===== src/rtl/iirl_pkg.sv =====
// Types and codes shared by the indexed insert/remove list modules.
`timescale 1ns / 1ps

package iirl_pkg;

   localparam logic [1:0] OP_INSERT = 2'd0;
   localparam logic [1:0] OP_APPEND = 2'd1;
   localparam logic [1:0] OP_REMOVE = 2'd2;

   localparam logic [1:0] ST_OK    = 2'd0;
   localparam logic [1:0] ST_RANGE = 2'd1;
   localparam logic [1:0] ST_NULL  = 2'd2;
   localparam logic [1:0] ST_FULL  = 2'd3;

   // Broadcast to every cell for one accepted item.
   typedef struct packed {
      logic        ins;
      logic        rem;
      logic [7:0]  pos;
      logic [31:0] word;
   } cell_ctrl_type;

endpackage


===== src/rtl/iirl_cell.sv =====
// One list place: holds an entry and shifts with its neighbors.
`timescale 1ns / 1ps

module iirl_cell #(
   parameter int IDX = 0
) (
   input  logic                    clock,
   input  logic                    reset,
   input  iirl_pkg::cell_ctrl_type ctrl,
   input  logic [31:0]             left_word,
   input  logic [31:0]             right_word,
   output logic [31:0]             word,
   output logic [31:0]             tap
);
   import iirl_pkg::*;

   localparam logic [7:0] MY_IDX = 8'(IDX);

   logic [31:0] word_ff;
   logic [31:0] word_in;

   always_comb begin
      word_in = word_ff;
      if (ctrl.ins) begin
         if (MY_IDX == ctrl.pos) begin
            word_in = ctrl.word;
         end else if (MY_IDX > ctrl.pos) begin
            word_in = left_word;
         end
      end else if (ctrl.rem) begin
         if (MY_IDX >= ctrl.pos) begin
            word_in = right_word;
         end
      end
   end

   always_ff @(posedge clock) begin
      if (reset) begin
         word_ff <= '0;
      end else begin
         word_ff <= word_in;
      end
   end

   assign word = word_ff;
   assign tap  = (MY_IDX == ctrl.pos) ? word_ff : '0;

endmodule


===== src/rtl/indexed_insert_remove_list.sv =====
// Top level of the indexed insert/remove list.
// Usage:
//  - Request channel: drive req_opcode, req_position and req_data_word with
//    start high; the item is taken at the clock edge where busy is low.
//    Opcodes: insert at index, append at end, remove at index.
//  - Response channel: one item per request, shown for exactly one cycle
//    with rsp_valid high, in the cycle after the request is taken. The
//    receiver cannot stall it; it must sample in that cycle.
//  - Throughput: one request per cycle while busy is low. Every list place
//    is a cell that loads from its left or right neighbor in the same edge,
//    so the whole list shifts together; the removed entry comes from the
//    cell taps, ORed at the top.
//  - Status: ok, index out of range, null data word, or list full. A
//    rejected request leaves the list unchanged; rsp_count is the entry
//    count after the request.
//  - Reset (synchronous): clears all cells and the count. busy is high while
//    reset is high and in the cycle after.
`timescale 1ns / 1ps

module indexed_insert_remove_list #(
   parameter int ENTRIES = 16
) (
   input  logic        clock,
   input  logic        reset,
   input  logic        start,
   output logic        busy,
   input  logic [1:0]  req_opcode,
   input  logic [7:0]  req_position,
   input  logic [31:0] req_data_word,
   output logic        rsp_valid,
   output logic [1:0]  rsp_status,
   output logic [31:0] rsp_removed_word,
   output logic [7:0]  rsp_count
);
   import iirl_pkg::*;

   localparam logic [7:0] CAP = 8'(ENTRIES);

   logic          busy_ff;
   logic [7:0]    count_ff;
   logic [7:0]    count_in;
   logic          valid_ff;
   logic [1:0]    status_ff;
   logic [31:0]   removed_ff;
   logic [7:0]    rsp_count_ff;

   logic          accept;
   logic [1:0]    status;
   logic [31:0]   taken;
   cell_ctrl_type ctrl;

   logic [31:0] words [ENTRIES];
   logic [31:0] taps  [ENTRIES];

   assign busy   = reset | busy_ff;
   assign accept = start & ~busy;

   always_comb begin
      status = ST_OK;
      if (req_opcode == OP_INSERT || req_opcode == OP_APPEND) begin
         if (req_opcode == OP_INSERT && req_position > count_ff) begin
            status = ST_RANGE;
         end else if (req_data_word == '0) begin
            status = ST_NULL;
         end else if (count_ff >= CAP) begin
            status = ST_FULL;
         end
      end else if (req_opcode == OP_REMOVE) begin
         if (req_position >= count_ff) begin
            status = ST_RANGE;
         end
      end
   end

   always_comb begin
      ctrl.ins  = accept && status == ST_OK &&
                  (req_opcode == OP_INSERT || req_opcode == OP_APPEND);
      ctrl.rem  = accept && status == ST_OK && req_opcode == OP_REMOVE;
      ctrl.pos  = (req_opcode == OP_APPEND) ? count_ff : req_position;
      ctrl.word = req_data_word;
   end

   always_comb begin
      count_in = count_ff;
      if (ctrl.ins) begin
         count_in = count_ff + 8'd1;
      end else if (ctrl.rem) begin
         count_in = count_ff - 8'd1;
      end
   end

   // Only the addressed cell drives a nonzero tap.
   always_comb begin
      taken = '0;
      for (int i = 0; i < ENTRIES; i++) begin
         taken = taken | taps[i];
      end
   end

   for (genvar g = 0; g < ENTRIES; g++) begin : g_cell
      logic [31:0] left_w;
      logic [31:0] right_w;
      if (g == 0) begin : g_first
         assign left_w = '0;
      end else begin : g_mid_l
         assign left_w = words[g-1];
      end
      if (g == ENTRIES - 1) begin : g_last
         assign right_w = '0;
      end else begin : g_mid_r
         assign right_w = words[g+1];
      end
      iirl_cell #(.IDX(g)) u_cell (
         .clock      (clock),
         .reset      (reset),
         .ctrl       (ctrl),
         .left_word  (left_w),
         .right_word (right_w),
         .word       (words[g]),
         .tap        (taps[g])
      );
   end

   always_ff @(posedge clock) begin
      if (reset) begin
         busy_ff  <= 1'b1;
         count_ff <= '0;
         valid_ff <= 1'b0;
      end else begin
         busy_ff  <= 1'b0;
         count_ff <= count_in;
         valid_ff <= accept;
      end
   end

   always_ff @(posedge clock) begin
      if (accept) begin
         status_ff    <= status;
         removed_ff   <= ctrl.rem ? taken : '0;
         rsp_count_ff <= count_in;
      end
   end

   assign rsp_valid        = valid_ff;
   assign rsp_status       = status_ff;
   assign rsp_removed_word = removed_ff;
   assign rsp_count        = rsp_count_ff;

endmodule


===== config.mk =====
export PLATFORM = sky130hd
export DESIGN_NAME = indexed_insert_remove_list
export DESIGN_NICKNAME = d
export VERILOG_FILES = /design/src/rtl/iirl_pkg.sv /design/src/rtl/iirl_cell.sv /design/src/rtl/indexed_insert_remove_list.sv
export SDC_FILE = /design/constraint.sdc
export NUM_CORES = 2
export LEC_CHECK = 0
export BUFFER_PORTS_ARGS = -buffer_cell sky130_fd_sc_hd__buf_2
export CAP_MARGIN = 15
export CELL_PAD_IN_SITES_DETAIL_PLACEMENT = 0
export CELL_PAD_IN_SITES_GLOBAL_PLACEMENT = 2
export CORE_MARGIN = 10
export CORE_UTILIZATION = 25
export DETAILED_ROUTE_END_ITERATION = 12
export HOLD_SLACK_MARGIN = 0.02
export PLACE_DENSITY = 0.56
export SLEW_MARGIN = 40
export SYNTH_ARGS = -nofsm -noshare
export SYNTH_HDL_FRONTEND = slang
export SYNTH_SLANG_ARGS = --single-unit

===== constraint.sdc =====
create_clock -name clock -period 3.3 [get_ports clock]
set_clock_uncertainty 0.1 [all_clocks]
set_input_delay 0.825 -clock clock [delete_from_list [all_inputs] [get_ports clock]]
set_output_delay 0.825 -clock clock [all_outputs]
set_load 0.005 [all_outputs]

==> qor.yml <==
synth:
  yosys.area.top_type: "dfxtp_1"
  ys_top_cells_by_count: "mux2i_1 (612), o21ai_0 (570), dfxtp_1 (522)"
  yosysWarnings: 0
  yosysUniqueCellTypes: 55
  netlist_area_sq_um: 35700
  synth_nets: 4421
  avgSynthCellArea_sq_um: 8.18
  netlist_instances: 4366
  async_flop_share: 0
  synth_flop_cell: "dfxtp_1"
  synth_top_area_frac: 0.292
  synth_area_leaders: "dfxtp_1 (29%), mux2i_1 (17%), o21ai_0 (8.0%)"
  ys_seq_area_frac: 0.328
  ys_seq_elements: 564
  synth.most_common_cell: "mux2i_1"
  synth-edff-count: 42
critical_path:
  cp_common_cell: "buf_4"
  reg2reg_to: "rsp_removed_word[20]"
  crit_fanout: 10
  end_kind: "flip-flop"
  timing.rr.start: "count_ff[4]"
  critPathMaxStageDelay_ns: 0.34
  crit_path_start_kind: "primary input"
  cp_num_buf_inv: 7
  r2r_setup_slack_ns: 0.16
  required_ns: 3.64
  cp_slowest_cell: "a22oi_1"
  cp.arrival_ns: 3.49
  worst-path-stages: 14
  worstSetupPathType: "primary input to flip-flop"
  reg2reg_depth: 11
  crit_family: "buffers and inverters"
  crit_chain: "buf_2 > nand2b_1 > buf_4 > mux2i_1 > buf_4 > nor4_2 > buf_12 > buf_4 > a22oi_1 > nand4_1 > a211oi_1 > buf_4 > a21oi_1 > buf_4"
detailed_routing:
  wl_per_cell_um: 28.7
  routed_wl_um: 185000
  via_per_inst: 5.56
  antenna_left: 0
  drt_iter0_markers: 3263
  post-route-drc-count: 0
  vias: 35802
  firstDrtPassIters: 6
floorplan:
  die_h_um: 398
  fp.dieW_um: 398
  start_util: 0.252
  coreArea_sq_um: 142000
  die_area_sq_um: 158000
  std_cell_rows: 138
  boundaryPins: 89
status:
  status: "complete, no violations"
min_path:
  hold_end: "rsp_valid"
  worstHoldStart: "start"
  hold_path_depth: 3
  hp-class: "primary input to flip-flop"
clocking:
  cts_made_buffers: 75
  clkSinkCount: 564
  path_clk_slew_ns: 0.06
  htree_levels: 3
  cts_root_buf: "clkbuf_16"
  postCtsSetupBuffers: 0
  clk_path_buf_depth: 3
  cts_tree: "yes"
  postCtsHoldBufs: 0
  clock_latency_ns: 0.68
sta:
  hold_viol_final: 0
  fin_crit_ns: 3.15
  hold_slack_ns: 0.379
  worst_slack_ns: 0.149
  fin_crit_sh: 0.955
  rsz0062_at_grt: "no"
  setup_viol_count_final: 0
  max_freq_mhz: 317
  finalMaxSlewViolations: 0
  worstMarginPinSlew_ns: 0.810
  slew_headroom: 0.460
place:
  io_buffers: 88
  post-place-cells: 6302
  dpl_worst_slack_ns: -0.658
  dp_hpwl_um: 116000
  gp_congestion: 0.804
  dpl_cell_area_sq_um: 42300
cells_and_area:
  fin_cells: 6436
  fin_nets: 4544
  drive_gt1_frac: 0.178
  multi_input_area_sq_um: 22100
  final_area_sq_um: 44900
  syn2layout_area_growth_pct: 25.6
  num-fill-cells: 14854
  register_area_sq_um: 11700
flow_run:
  cap_violations: 0
global_routing:
  grt_pass1_wl_um: 268000
  track_usage: 0.225
  globalRouteOverflowTotal: 0
  grt_max_degree: 147
  antenna_found_initial: 8
  first_global_vias: 35254
power:
  p_per_area_nw_per_um2: 394
  p_leak_nw: 13.7
  power_mw: 17.7
  ir_drop_mv: 0.317
## power by group
part | leakage, nW | internal [mW] | switching, mW
clock | 1.23 | 5.26 | 3.59
sequential | 4.59 | 6.91 | 0.0189
combinational | 7.89 | 0.552 | 1.33
## timing repair
| action | 4_1_cts | 5_1_grt |
|---|---|---|
| gates cloned | 0 | 0 |
| resized for setup | 1 | 6 |
| endpoints found under the setup margin | 2 | 31 |
## layout make-up
class | instances | area share
sequential | 564 | 0.261
timing repair buffer | 573 | 0.137
tap | 1890 | 0.0527
inverter | 15 | 0.00128
clock buffer | 109 | 0.0476
clock inverter | 24 | 0.00859
multi-input combinational | 3260 | 0.492
antenna | 1 | 0.0000558
## stage by stage
stage | setup TNS, ns | util
after floorplan | -0.130 | -
final | 0 | 0.317
after CTS | 0 | 0.316
after global routing | 0 | 0.317
after detailed placement | -123.04 | 0.299
after global placement | -137.12 | 0.298
## logic make-up after synthesis
kind of cell | Yosys count | synth area share
xor+xnor | 7 | 0.00172
buf+inv | 542 | 0.0637
flops | 564 | 0.328
simple gates | 985 | 0.155
fa+ha+maj | 10 | 0.00350
mux | 678 | 0.192
compound gates | 1580 | 0.256
## layer usage
metal  wire (um)  global-route usage  up-vias
met1       87200               0.317    18066
met2       82700               0.353     1091
met4        5480              0.0698        0
met5           0                   0        -
li1            -                   -    16383
met3        9550              0.0283      262
## state kept, by name (all words and copies together) (netlist names)
name	cells
count_ff	8
rsp_removed_word	32
busy_ff	1
rsp_valid	1
rsp_status	2
g_cell.u_cell.word	512
rsp_count	8
## worst reg2reg max path: stages (launching register included)
cell and delay [ns]:
dfxtp_1 0.32, buf_4 0.16, nor4bb_1 0.27, a31oi_1 0.06
buf_4 0.19, nor4_4 0.51, buf_4 0.41, buf_12 0.26
a221oi_1 0.12, and3_1 0.20, a31oi_1 0.25, buf_4 0.17
## how the worst max path moves through the flow
| stage | start | slack [ns] | to |
|---|---|---|---|
| 6_report | req_opcode[1] | 0.15 | rsp_removed_word[29] |
| 2_1_floorplan | req_position[5] | -0.006 | g_cell[7].u_cell.word[11] |
| 3_3_place_gp | req_opcode[1] | -0.69 | rsp_removed_word[4] |
| 4_1_cts | count_ff[6] | 0.06 | rsp_removed_word[1] |
| 5_1_grt | count_ff[6] | 0.007 | g_cell[0].u_cell.word[24] |
| 3_5_place_dp | req_opcode[1] | -0.66 | rsp_removed_word[4] |
## layout by cell type, fill, tap and decap left out, types with 46 or more instances in the layout
cell type  count
mux2i_1      612
o21ai_0      568
dfxtp_1      520
a21oi_1      492
nor3_1       389
buf_4        320
nor2b_1      266
a22oi_1      162
buf_12       162
nand2b_1     130
buf_2         87
clkbuf_16     77
mux2_2        66
o211ai_1      64
a21boi_0      62
nand2_1       47
a211oi_1      46
(Power assumes the default switching activity.)
